File: src/hdl/gnc_ram.sv
// Generic single-port RAM with a registered read.
`timescale 1ns / 1ps
module gnc_ram #(
  parameter int WIDTH = 8,
  parameter int DEPTH = 256
) (
  input  logic                     clk,
  input  logic                     we,
  input  logic [$clog2(DEPTH)-1:0] addr,
  input  logic [WIDTH-1:0]         wdata,
  output logic [WIDTH-1:0]         rdata
);

  logic [WIDTH-1:0] mem [DEPTH];

  // One address per cycle: the addressed word is read, and written when we is set.
  always_ff @(posedge clk) begin
    if (we) begin
      mem[addr] <= wdata;
    end
    rdata <= mem[addr];
  end

endmodule

File: config.mk
export PLATFORM = sky130hd
export DESIGN_NAME = gnc_ram
export DESIGN_NICKNAME = d
export VERILOG_FILES = /design/src/hdl/gnc_ram.sv
export SDC_FILE = /design/constraint.sdc
export NUM_CORES = 2
export LEC_CHECK = 0
export ABC_CLOCK_PERIOD_IN_PS = 7750
export BUFFER_PORTS_ARGS = -buffer_cell sky130_fd_sc_hd__buf_4
export CELL_PAD_IN_SITES_DETAIL_PLACEMENT = 1
export CELL_PAD_IN_SITES_GLOBAL_PLACEMENT = 1
export CORE_MARGIN = 2
export CORE_UTILIZATION = 30
export CTS_BUF_LIST = sky130_fd_sc_hd__clkbuf_2 sky130_fd_sc_hd__clkbuf_4 sky130_fd_sc_hd__clkbuf_8
export DETAILED_ROUTE_END_ITERATION = 6
export GPL_ROUTABILITY_DRIVEN = 1
export PLACE_DENSITY = 0.5
export SLEW_MARGIN = 10
export SYNTH_ARGS = -nofsm -noshare
export SYNTH_HDL_FRONTEND = slang
export SYNTH_SLANG_ARGS = --single-unit
File: constraint.sdc
create_clock -name clk -period 7.75 [get_ports clk]
set_clock_uncertainty 0.05 [all_clocks]
set_input_delay 1.1625 -clock clk [delete_from_list [all_inputs] [get_ports clk]]
set_output_delay 1.1625 -clock clk [all_outputs]
set_load 0.01 [all_outputs]
# Yosys cells after proc, flatten, opt, wreduce, memory -nomap -nowiden
# Memory sizes are Yosys's and may differ from the RTL's. A register that Yosys moved wholly into a read port is not among the register bits.
# Cells that the tools add are included.
# word_totals
register_bits	0
latch_bits	0
mem_bits_rw	2048
romBits	0
input_bits	18
out_inout_bits	8
n_memories	1
# memory_table
memory	words	word_bits	read_ports	rd_ports_with_merged_regs	wr	line	source
mem	256	8	1	1	1	14	logic [WIDTH-1:0] mem [DEPTH];
# classes
n_addsub	0
mul	0
div	0
order_cmp	0
eq_ne	0
n_shift	0
mux	2
n_bitwise	0
reduce_logical	0
# ops
cell	count
2-to-1 mux 1 bit	2

# Depth between registers and ports, before layout
# logic_depth
depth_word	2
mapped_depth	10

# Least setup slack after synthesis
# Ideal clock, no wire load.
# synth_timing
path_kind	input-to-reg
from	input port addr[1]
to	memory mem[111][0], enable pin
setup_ns	0.370
arrival_ns	3.011
slack_ns	4.319
cell_stages	9
cell_sequence	buf_2 -> clkbuf_1 -> clkbuf_1 -> nand2_1 -> buf_2 -> nor2_1 -> nand2_1 -> clkbuf_1 -> nor2_1
# synth_lines
item	line	source
start, declared	9	input logic [$clog2(DEPTH)-1:0] addr,
end, declared	14	
# No word-level cell before the write port.

==> results.sh <==
export IMPL_outcome="complete, no violations"
export IMPL_floorplan_die_area_sq_um=266000
export IMPL_share_of_final_layout_standard_cells_stronger_than_drive_strength_1_pct=29.9
export IMPL_crit_path_top_delay_cell="sky130_fd_sc_hd__o41ai_1"
export IMPL_gpl_final_weighted_congestion=0.746
export IMPL_worst_pin_slew_ns=1.40
export IMPL_io_pin_count=26
export IMPL_global_route_usage_met3_pct=3.16
export IMPL_final_core_utilization_pct=34.7
export IMPL_ctsHtreeMaxLevel=5
export IMPL_drt_wirelength_per_cell_um=28.9
export IMPL_vdd_ir_drop_max_mv=0.172
export IMPL_power_density_nw_per_um2=256
export IMPL_fmax_mhz=229
export IMPL_ys_seq_area_share_pct=78.6
export IMPL_crit_arrival_ns=5.19
export IMPL_post_synth_instance_area_sq_um=78500
export IMPL_synth_xor_area_share_pct=0
export IMPL_register_area_sq_um=61700
export IMPL_post_synthesis_adder_cell_area_fraction_pct=0
export IMPL_criticalPathCategory="in2reg"
export IMPL_postCtsSetupBuffers=0
export IMPL_grt_busiest_layer="met2"
export IMPL_drt_vias_per_instance=4.95
export IMPL_syn_mean_instance_area_sq_um=22.1
export IMPL_placedInstanceArea_sq_um=83200
export IMPL_synth_top_family_by_area="multiplexers"
export IMPL_crit_path_max_fanout=67
export IMPL_die_height_um=516
export IMPL_fillerInstances=25500
export IMPL_cp_start_kind="primary input"
export IMPL_congestion_overflow_gr=0
export IMPL_cp_cell_sequence="buf_8, buf_4, buf_12, mux4_2, a22oi_1, a21oi_1, o41ai_1, nand4_1"
export IMPL_globalRouteMet1Util_pct=22.3
export IMPL_drt_first_pass_iters=5
export IMPL_slew_viol_final=0
export IMPL_leak_pwr_uw=0.0271
export IMPL_finalHoldViolations=0
export IMPL_fraction_of_synthesized_cell_area_taken_by_the_top_area_cell_type_pct=78.3
export IMPL_cts_sinks=2056
export IMPL_io_buffer_count=25
export IMPL_initial_utilization_pct=30.2
export IMPL_hold_ws_ns=0.473
export IMPL_layout_worst_path_cycle_share_pct=56.4
export IMPL_tns_ns=0
export IMPL_cts_tree="built"
export IMPL_clk_pin_slew_worst_paths_ns=0.06
export IMPL_gr_usage_all_layers_pct=16.5
export IMPL_multi_input_area_sq_um=15900
export IMPL_slew_limit_headroom_pct=5.47
export IMPL_grt_first_pass_wirelength_mm=312
export IMPL_stdcell_area_sq_um=90100
export IMPL_antenna_left=0
export IMPL_worstHoldPathType="in2reg"
export IMPL_detailedRoute_firstIterationViolations=3357
export IMPL_synth_warnings=0
export IMPL_coreArea_sq_um=260000
export IMPL_num_nets_final=3848
export IMPL_synth_compound_area_share_pct=3.62
export IMPL_wirelength_mm=219
export IMPL_yosys_cell_types_count=22
export IMPL_muxShareOfSynthArea_pct=14.7
export IMPL_required_ns=8.58
export IMPL_synthTopCellsByArea="sky130_fd_sc_hd__edfxtp_1 (78%), sky130_fd_sc_hd__mux4_2 (15%), sky130_fd_sc_hd__a22oi_1 (2.4%)"
export IMPL_die_w_um=516
export IMPL_antenna_found_initial=11
export IMPL_setup_viol=0
export IMPL_worstSkewPairLatency_ns=1.07
export IMPL_synth_nets=3565
export IMPL_grt_pass1_vias=41000
export IMPL_maxCapViolCount=0
export IMPL_cts_path_max_buffers=4
export IMPL_grt_start_max_net_pins=201
export IMPL_grt_setup_unrepaired="no"
export IMPL_fin_total_pwr_uw=23100
export IMPL_postCtsHoldBufs=0
export IMPL_placement_rows=187
export IMPL_cts_root_buffer="sky130_fd_sc_hd__clkbuf_8"
export IMPL_detailed_place_hpwl_mm=125
export IMPL_post_cts_resized=0
export IMPL_synth_simple_gate_area_share_pct=1.73
export IMPL_post_route_min_period_ns=4.37
export IMPL_areaGrowthSynthToFinish_pct=14.8
export IMPL_yosys_register_bits=2056
export IMPL_route_vias_total=37600
export IMPL_tritoncts_num_buffers=371
export IMPL_end_kind="flip-flop"
export IMPL_m2_gr_usage_pct=26.9
export IMPL_max_stage_delay_ns=1.03
export IMPL_synth_cells=3547
export IMPL_remaining_drc_errors=0
export IMPL_synth_largest_area_cell="sky130_fd_sc_hd__edfxtp_1"
## final timing paths
path / startpoint / end / slack (ns) / depth (start not counted)
worst max-delay path: addr[0] / rdata[3] / 3.38 / 8
worst min-delay path: wdata[3] / mem[168][3] / 0.47 / 1
worst max register to register: mem[243][7] / rdata[7] / 4.83 / 5
worst min register to register: mem[184][4] / rdata[4] / 0.90 / 5
## power by group
part	switching [uW]	internal, uW
registers	21.8	12300
clock network	4420	5300
logic	702	350
total	5150	17900
## cells by family after synthesis
logic type             Yosys count
buffers and inverters          233
AND/OR/NAND/NOR                330
AO/OA/AOI/OAI                  416
multiplexers                   512
flip-flops                    2056
## area by class of cell
type	count	share of cell area (%)
diodes	2	0.00555
clock buffers	497	6.77
clock inverters	140	0.864
inverters	1	0.00417
multi-input cells	1258	17.6
flip-flops and latches	2056	68.4
well taps	3496	4.85
repair buffers	142	1.46
## routing by layer
layer	up-vias	wire length [um]
met5	-	24
met4	4	5300
met3	337	11400
met2	1039	107000
met1	20500	95700
li1	15700	-
## Yosys cell counts (all sizes together)
cell type and n:
nor3 30, buf 87, or2 2, a22oi 256
dfxtp 8, o41ai 32, edfxtp 2048, inv 1
nand2 28, nor2b 7, or3 1, and2 3
clkbuf 145, nor2 232, nand2b 6, mux4 512
a21oi 128, nand3 13, nand4 8
## worst max-delay path, delay by kind of cell
family,cells,cell delay (ns)
buf+inv,3,1.47
mux,1,0.60
compound gates,3,1.57
simple gates,1,0.14
## cells in the final DEF, fill, tap and decap left out, drive strengths merged, types with 4 or more instances in the layout
cell type	count
o41ai	32
a22oi	256
nand3	13
nand2b	6
a21oi	128
nand4	8
nand2	28
mux4	512
nor3	30
edfxtp	2048
dfxtp	8
bufinv	7
nor2b	7
buf	142
nor2	232
clkinvlp	4
clkinv	127
clkbuf	497
## registers in the layout, indices dropped and copies added (netlist names)
name   count
rdata      8
mem     2048
## through the flow
stage | cells | setup WS, ns
after global routing | 7591 | 3.13
after detailed placement | 6953 | 2.12
final | 7592 | 3.38
after global placement | 6950 | 1.41
after floorplan | 3547 | 4.32
after CTS | 7590 | 3.30
(Power assumes the default switching activity.)
