**src/hdl/gnc_cell.sv**
```systemverilog
// One cell of the search row: holds a sample and its visited bit, and
// folds its distance into the running minimum that passes through it.
`timescale 1ns / 1ps
module gnc_cell #(
  parameter int CW    = 16,
  parameter int IDX_W = 8,
  parameter int CNT_W = 9,
  parameter int IDX   = 0
) (
  input  logic                   clk,
  input  logic                   rst,
  input  logic                   ld_en,
  input  logic [IDX_W-1:0]       ld_idx,
  input  logic signed [CW-1:0]   ld_l,
  input  logic signed [CW-1:0]   ld_a,
  input  logic signed [CW-1:0]   ld_b,
  input  logic                   clr_visit,
  input  logic                   mark_en,
  input  logic [IDX_W-1:0]       mark_idx,
  input  logic [CNT_W-1:0]       n,
  input  logic                   i_valid,
  input  logic signed [CW-1:0]   i_ref_l,
  input  logic signed [CW-1:0]   i_ref_a,
  input  logic signed [CW-1:0]   i_ref_b,
  input  logic                   i_have,
  input  logic [2*CW+3:0]        i_best_d,
  input  logic [IDX_W-1:0]       i_best_idx,
  input  logic signed [CW-1:0]   i_best_l,
  input  logic signed [CW-1:0]   i_best_a,
  input  logic signed [CW-1:0]   i_best_b,
  output logic                   o_valid,
  output logic signed [CW-1:0]   o_ref_l,
  output logic signed [CW-1:0]   o_ref_a,
  output logic signed [CW-1:0]   o_ref_b,
  output logic                   o_have,
  output logic [2*CW+3:0]        o_best_d,
  output logic [IDX_W-1:0]       o_best_idx,
  output logic signed [CW-1:0]   o_best_l,
  output logic signed [CW-1:0]   o_best_a,
  output logic signed [CW-1:0]   o_best_b
);

  localparam int DW = 2 * CW + 4;
  localparam int SW = 2 * CW + 2;
  localparam logic [IDX_W-1:0] MY_IDX = IDX_W'(IDX);
  localparam logic [CNT_W-1:0] MY_CNT = CNT_W'(IDX);

  logic signed [CW-1:0] smp_l, smp_a, smp_b;
  logic                 visited;

  logic signed [CW:0] dif_l, dif_a, dif_b;
  logic [CW:0]        mag_l, mag_a, mag_b;

  logic                 a_valid, a_have;
  logic signed [CW-1:0] a_ref_l, a_ref_a, a_ref_b;
  logic [DW-1:0]        a_best_d;
  logic [IDX_W-1:0]     a_best_idx;
  logic signed [CW-1:0] a_best_l, a_best_a, a_best_b;
  logic [SW-1:0]        sq_l, sq_a, sq_b;

  logic [DW-1:0] dist_sum;
  logic          take;

  // Sample storage and visited bit.
  always_ff @(posedge clk) begin
    if (ld_en && ld_idx == MY_IDX) begin
      smp_l <= ld_l;
      smp_a <= ld_a;
      smp_b <= ld_b;
    end
    if (rst || clr_visit) begin
      visited <= 1'b0;
    end else if (mark_en && mark_idx == MY_IDX) begin
      visited <= 1'b1;
    end
  end

  // Component differences and magnitudes against the reference.
  always_comb begin
    dif_l = {i_ref_l[CW-1], i_ref_l} - {smp_l[CW-1], smp_l};
    dif_a = {i_ref_a[CW-1], i_ref_a} - {smp_a[CW-1], smp_a};
    dif_b = {i_ref_b[CW-1], i_ref_b} - {smp_b[CW-1], smp_b};
    mag_l = dif_l[CW] ? (~dif_l + 1'b1) : dif_l;
    mag_a = dif_a[CW] ? (~dif_a + 1'b1) : dif_a;
    mag_b = dif_b[CW] ? (~dif_b + 1'b1) : dif_b;
  end

  // First stage: squares, with the passing wave delayed alongside.
  always_ff @(posedge clk) begin
    if (rst) begin
      a_valid <= 1'b0;
    end else begin
      a_valid <= i_valid;
    end
    a_ref_l    <= i_ref_l;
    a_ref_a    <= i_ref_a;
    a_ref_b    <= i_ref_b;
    a_have     <= i_have;
    a_best_d   <= i_best_d;
    a_best_idx <= i_best_idx;
    a_best_l   <= i_best_l;
    a_best_a   <= i_best_a;
    a_best_b   <= i_best_b;
    sq_l       <= SW'(mag_l) * SW'(mag_l);
    sq_a       <= SW'(mag_a) * SW'(mag_a);
    sq_b       <= SW'(mag_b) * SW'(mag_b);
  end

  // Second stage: sum and compare; the first strict minimum wins.
  always_comb begin
    dist_sum = DW'(sq_l) + DW'(sq_a) + DW'(sq_b);
    take     = (MY_CNT < n) && !visited && (!a_have || dist_sum < a_best_d);
  end

  always_ff @(posedge clk) begin
    if (rst) begin
      o_valid <= 1'b0;
    end else begin
      o_valid <= a_valid;
    end
    o_ref_l <= a_ref_l;
    o_ref_a <= a_ref_a;
    o_ref_b <= a_ref_b;
    if (take) begin
      o_have     <= 1'b1;
      o_best_d   <= dist_sum;
      o_best_idx <= MY_IDX;
      o_best_l   <= smp_l;
      o_best_a   <= smp_a;
      o_best_b   <= smp_b;
    end else begin
      o_have     <= a_have;
      o_best_d   <= a_best_d;
      o_best_idx <= a_best_idx;
      o_best_l   <= a_best_l;
      o_best_a   <= a_best_a;
      o_best_b   <= a_best_b;
    end
  end

endmodule

```
**config.mk**
```make
export PLATFORM = sky130hd
export DESIGN_NAME = gnc_cell
export DESIGN_NICKNAME = d
export VERILOG_FILES = /design/src/hdl/gnc_cell.sv
export SDC_FILE = /design/constraint.sdc
export NUM_CORES = 2
export LEC_CHECK = 0
export ABC_CLOCK_PERIOD_IN_PS = 20100
export CAP_MARGIN = 20
export CORE_MARGIN = 3
export CORE_UTILIZATION = 55
export CTS_BUF_LIST = sky130_fd_sc_hd__clkbuf_2
export DETAILED_ROUTE_END_ITERATION = 16
export DONT_BUFFER_PORTS = 1
export PLACE_DENSITY = 0.8
export SLEW_MARGIN = 0
export SYNTH_ARGS = -nofsm -noshare
export SYNTH_HDL_FRONTEND = slang
export SYNTH_SLANG_ARGS = --single-unit
```
**constraint.sdc**
```tcl
create_clock -name clk -period 20.1 [get_ports clk]
set_clock_uncertainty 0.15 [all_clocks]
set_input_delay 1.005 -clock clk [delete_from_list [all_inputs] [get_ports clk]]
set_output_delay 1.005 -clock clk [all_outputs]
set_load 0.005 [all_outputs]
```
After elaboration in Yosys (flattened, before gate mapping)

Index checks and enable logic that the tools add are counted.

Add/sub/neg operators: 8
Multipliers: 3
Divide/modulo/power cells: 0
Magnitude comparators: 2
Eq/ne operators: 0
Shift operators: 0
Multiplexer cells: 7
Bitwise gates (word level): 3
Reduce and logical (&&, ||, !) cells: 10

Operators by type and width:

| operator              | number |
|---|---|
| $mul 17x17->34        | 3 |
| $add 17x1->17 const B | 3 |
| $mux 17               | 3 |
| $not 17->17           | 3 |
| $sub 16x16->17        | 3 |
| $mux 16               | 3 |
| $add 35x34->36        | 1 |
| $lt 36x36->1          | 1 |
| $mux 36               | 1 |
| $add 34x34->35        | 1 |
| $logic_not 8->1       | 2 |
| $lt 1x9->1 const A    | 1 |
| $logic_and 1x1->1     | 4 |
| $logic_not 1->1       | 2 |
| $logic_or 1x1->1      | 2 |

Register bits: 435
Bits in latches: 0
RAM bits: 0
Bits in read-only memories: 0
Output and inout bits: 142
Word-level logic and storage cells: 60
Memories kept: 0

Depth between registers and ports, before layout

Depth in word-level cells: 6
Depth in mapped cells: 38
Mapped depth without buffers: 36

Worst setup path after synthesis

Ideal clock, no wire load.

Kind: input to register
Start: input port i_ref_l[0]
End: register sq_l[32]
Setup time: 0.072 ns
Data arrival time: 9.219 ns
Data required time: 19.878 ns
Slack: 10.659 ns
Stages on the path: 34
Cells stage by stage: inv_1 ha_1 fa_1 nor2b_1 o2111ai_1 nand3_1 a31oi_1 o31ai_1 and2_1 buf_2 buf_2 a21oi_1 xnor2_1 clkbuf_1 nor2_1 fa_1 inv_1 fa_1 fa_1 inv_1 fa_1 fa_1 inv_1 fa_1 inv_1 ha_1 and4_1 and3_1 a21bo_2 a31oi_1 a22o_1 or4b_2 a221oi_1 xnor2_1

Word-level cells in the longest chain between the ends: 5

RTL lines:

| item                   | line | text |
|---|---|---|
| start: declaration     | 22   | `input logic signed [CW-1:0] i_ref_l,` |
| $sub 16x16->17 (*)     | 80   | `dif_l = {i_ref_l[CW-1], i_ref_l} - {smp_l[CW-1], smp_l};` |
| $not 17->17            | 83   | `mag_l = dif_l[CW] ? (~dif_l + 1'b1) : dif_l;` |
| $add 17x1->17          | 83   |  |
| $mux 17 (*)            | 83   |  |
| $mul 17x17->34 (*)     | 104  | `sq_l <= SW'(mag_l) * SW'(mag_l);` |
| end signal: assignment | 104  |  |
| end: declaration       | 59   | `logic [SW-1:0] sq_l, sq_a, sq_b;` |

Mark *: on every way between the ends. The rest lies on a longest branch, timed or not.
A chain may end at the register's enable or synchronous reset.

Worst setup path after layout

Start: register smp_l[0]
End: register sq_l[32]

Word-level cells in the longest chain between the ends: 5

RTL lines:

| item                     | line | text |
|---|---|---|
| start: declaration       | 48   | `logic signed [CW-1:0] smp_l, smp_a, smp_b;` |
| start signal: assignment | 67   | `smp_l <= ld_l;` |
| $sub 16x16->17 (*)       | 80   |  |
| $not 17->17              | 83   |  |
| $add 17x1->17            | 83   |  |
| $mux 17 (*)              | 83   |  |
| $mul 17x17->34 (*)       | 104  |  |

Marks and branches as above.

==> out/qor.yml <==
clock_tree:
  ctsHoldBuffers: 213
  cts_max_level: 3
  cts_resized: 0
  clock_sinks: 432
  clock-root-buffer: "clkbuf_2"
  insertion_delay_ps: 1230
  post_cts_buffers: 0
  cts_made_buffers: 104
  clk_pin_slew_ps: 110
  tritoncts: "yes"
  ctsLongestPathBuffers: 3
final_layout:
  final_cells: 5629
  layout_commonest_cell: "inv_1"
  area_growth_pct: 11.01
  num-fill-cells: 5760
  multiInputGateArea_mm2: 0.02832
  fin_nets: 5839
  seq_area_mm2: 0.009129
  drive_above_1_share: 0.06898
  final_util: 0.6216
  mostFrequentLayoutCells: "903 x inv_1, 609 x fa_1, 430 x ha_1, 384 x dfxtp_1, 358 x nand2_1"
worst_hold_path:
  whs_endpoint: "o_have$_SDFF_PP1_"
  min_from: "n[3]"
  hold_path.class: "input pin to register"
  hold_depth: 3
sta:
  rsz0062_at_grt: "no"
  post-route-period-util: 0.5015
  worst_pin_slew_ps: 1015
  max_slew_margin: 0.3210
  final_hold_viol_count: 0
  setup_viol: 0
  fin_ws_ps: 10020
  max_clock_freq_ghz: 0.09920
  drv_slew: 0
  min_period_ps: 10080
  fin_tns_setup_ps: 0
die:
  die_area_mm2: 0.07810
  ios: 362
  initial_core_util: 0.5599
  fp.dieH_um: 279.5
  die_w_um: 279.5
  core.rowCount: 99
  core_mm2: 0.07345
yosys:
  seq_area_frac_synth: 0.2220
  netlist_area_mm2: 0.04113
  synth-main-ff-cell: "dfxtp_1"
  yosysWarnings: 0
  synth-seq-cells: 432
  synth_edf_count: 48
  synth.distinct_cells: 101
  synthCells: 4275
  syn_area_per_cell_um2: 9.621
  async_reset_ff_frac: 0
grt:
  antenna_found_initial: 3
  grt_max_degree: 69
  grt_pass1_wl_um: 168300
  gr-total-overflow: 0
  grt_pass1_vias: 32990
  grt_usage: 0.2700
drt:
  drt_first_pass_iters: 6
  finalWirelength_um: 103500
  wl_per_cell_um: 18.38
  vias_per_cell: 5.469
  drtAntennaViolNets: 0
  dr_total_vias: 30787
  drt-initial-drc-count: 1880
  drc: 0
run_status:
  status: "completed"
critical_path:
  path_class: "register to register"
  cp-startpoint: "smp_l[0]$_DFFE_PP_"
  cp-start-kind: "register"
  endpoint_kind: "register"
  rr_worst_depth: 30
  rr_endpoint: "sq_l[32]$_DFF_P_"
  crit_top_cell: "fa_1"
  crit_slowest_cell: "nor4b_1"
  rr_startpoint: "smp_l[0]$_DFFE_PP_"
  critPathMaxStageDelay_ps: 750
  arrival_ps: 11050
  required_ps: 21060
  r2r_slack_ps: 10020
  cp_max_fo: 12
placement:
  pre_cts_ws_ps: 9572
  dpl.cell_count: 5219
  io_buffers: 0
  place_congestion: 0.9592
  dp_hpwl_um: 80130
job:
  cap_violations: 0
## worst max-delay path: cells and delay by family, from the launching register on
| family | cells | cell delay, ps |
|---|---|---|
| simple gates | 5 | 2060 |
| buf+inv | 5 | 710 |
| flops | 1 | 420 |
| fa+ha+maj | 9 | 3800 |
| xor+xnor | 3 | 1040 |
| compound gates | 8 | 1860 |
## Yosys cell counts (24+ instances only)
| library cell | n | share of area |
|---|---|---|
| clkbuf_1 | 67 | 0.0061 |
| nor2_1 | 275 | 0.025 |
| xnor2_1 | 137 | 0.029 |
| xor2_1 | 60 | 0.013 |
| a21o_1 | 71 | 0.013 |
| fa_1 | 609 | 0.30 |
| nand2_1 | 358 | 0.033 |
| edfxtp_1 | 48 | 0.035 |
| a211oi_1 | 24 | 0.0044 |
| inv_1 | 903 | 0.082 |
| o21ai_0 | 154 | 0.019 |
| nor3_1 | 46 | 0.0056 |
| a21oi_1 | 153 | 0.019 |
| o21a_1 | 36 | 0.0066 |
| nor2b_1 | 30 | 0.0046 |
| nand2b_1 | 37 | 0.0056 |
| nand3_1 | 42 | 0.0051 |
| mux2_2 | 37 | 0.010 |
| and2_1 | 26 | 0.0040 |
| ha_1 | 430 | 0.13 |
| dfxtp_1 | 384 | 0.19 |
## kinds of logic after synthesis
| group | count (synthesis) | synth area share |
|---|---|---|
| other cells | 2 | 0.0001826 |
| buf+inv | 1013 | 0.09333 |
| fa+ha+maj | 1039 | 0.4272 |
| flops | 432 | 0.2220 |
| xor+xnor | 203 | 0.04460 |
| compound gates | 599 | 0.09495 |
| mux | 38 | 0.01037 |
| simple gates | 949 | 0.1074 |
## registers in the layout, summed over array words and instances, names as in the netlist, 8 cells and up
register    count
a_best_d       36
o_ref_a        16
smp_b          16
o_best_b       16
o_best_a       16
a_best_a       16
a_best_idx      8
o_ref_b        16
o_ref_l        16
sq_l           33
sq_a           33
o_best_idx      8
smp_a          16
o_best_d       36
smp_l          16
a_best_l       16
sq_b           33
a_ref_b        16
o_best_l       16
a_ref_a        16
a_ref_l        16
a_best_b       16
## metal layers
metal	global-route usage	vias to the layer above	share of wire
met5	0	-	0.00025
met1	0.3360	15037	0.39
met3	0.05659	292	0.079
met2	0.4617	1334	0.49
met4	0.1074	4	0.042
li1	-	14120	-
## how the worst max path moves through the flow
stage / to / slack [ps]
finish: sq_l[32]$_DFF_P_ / 10020
CTS: sq_l[32]$_DFF_P_ / 10200
global placement: sq_a[32]$_DFF_P_ / 9750
floorplan: sq_l[32]$_DFF_P_ / 10660
global route: sq_a[32]$_DFF_P_ / 9440
detailed placement: sq_l[32]$_DFF_P_ / 9570
## layout make-up
class                           count  area share
Timing Repair Buffer              249     0.05305
Multi-Input combinational cell   2866      0.6203
Tap cell                          959     0.02628
Inverter                          927     0.07621
Clock buffer                      149     0.01633
Sequential cell                   432      0.1999
Clock inverter                     45    0.007810
Antenna cell                        2   0.0001096
## through the flow
stage	area, um^2	hold WS (ps)
final	45660	157.6
after global routing	45660	28.62
after global placement	42390	159.5
after detailed placement	42390	162.1
after CTS	45630	0.8851
after floorplan	41260	159.6
Power is left out: the tool's default activity adds up to more than one toggle a clock period on the data nets, which glitch-free logic cannot reach.
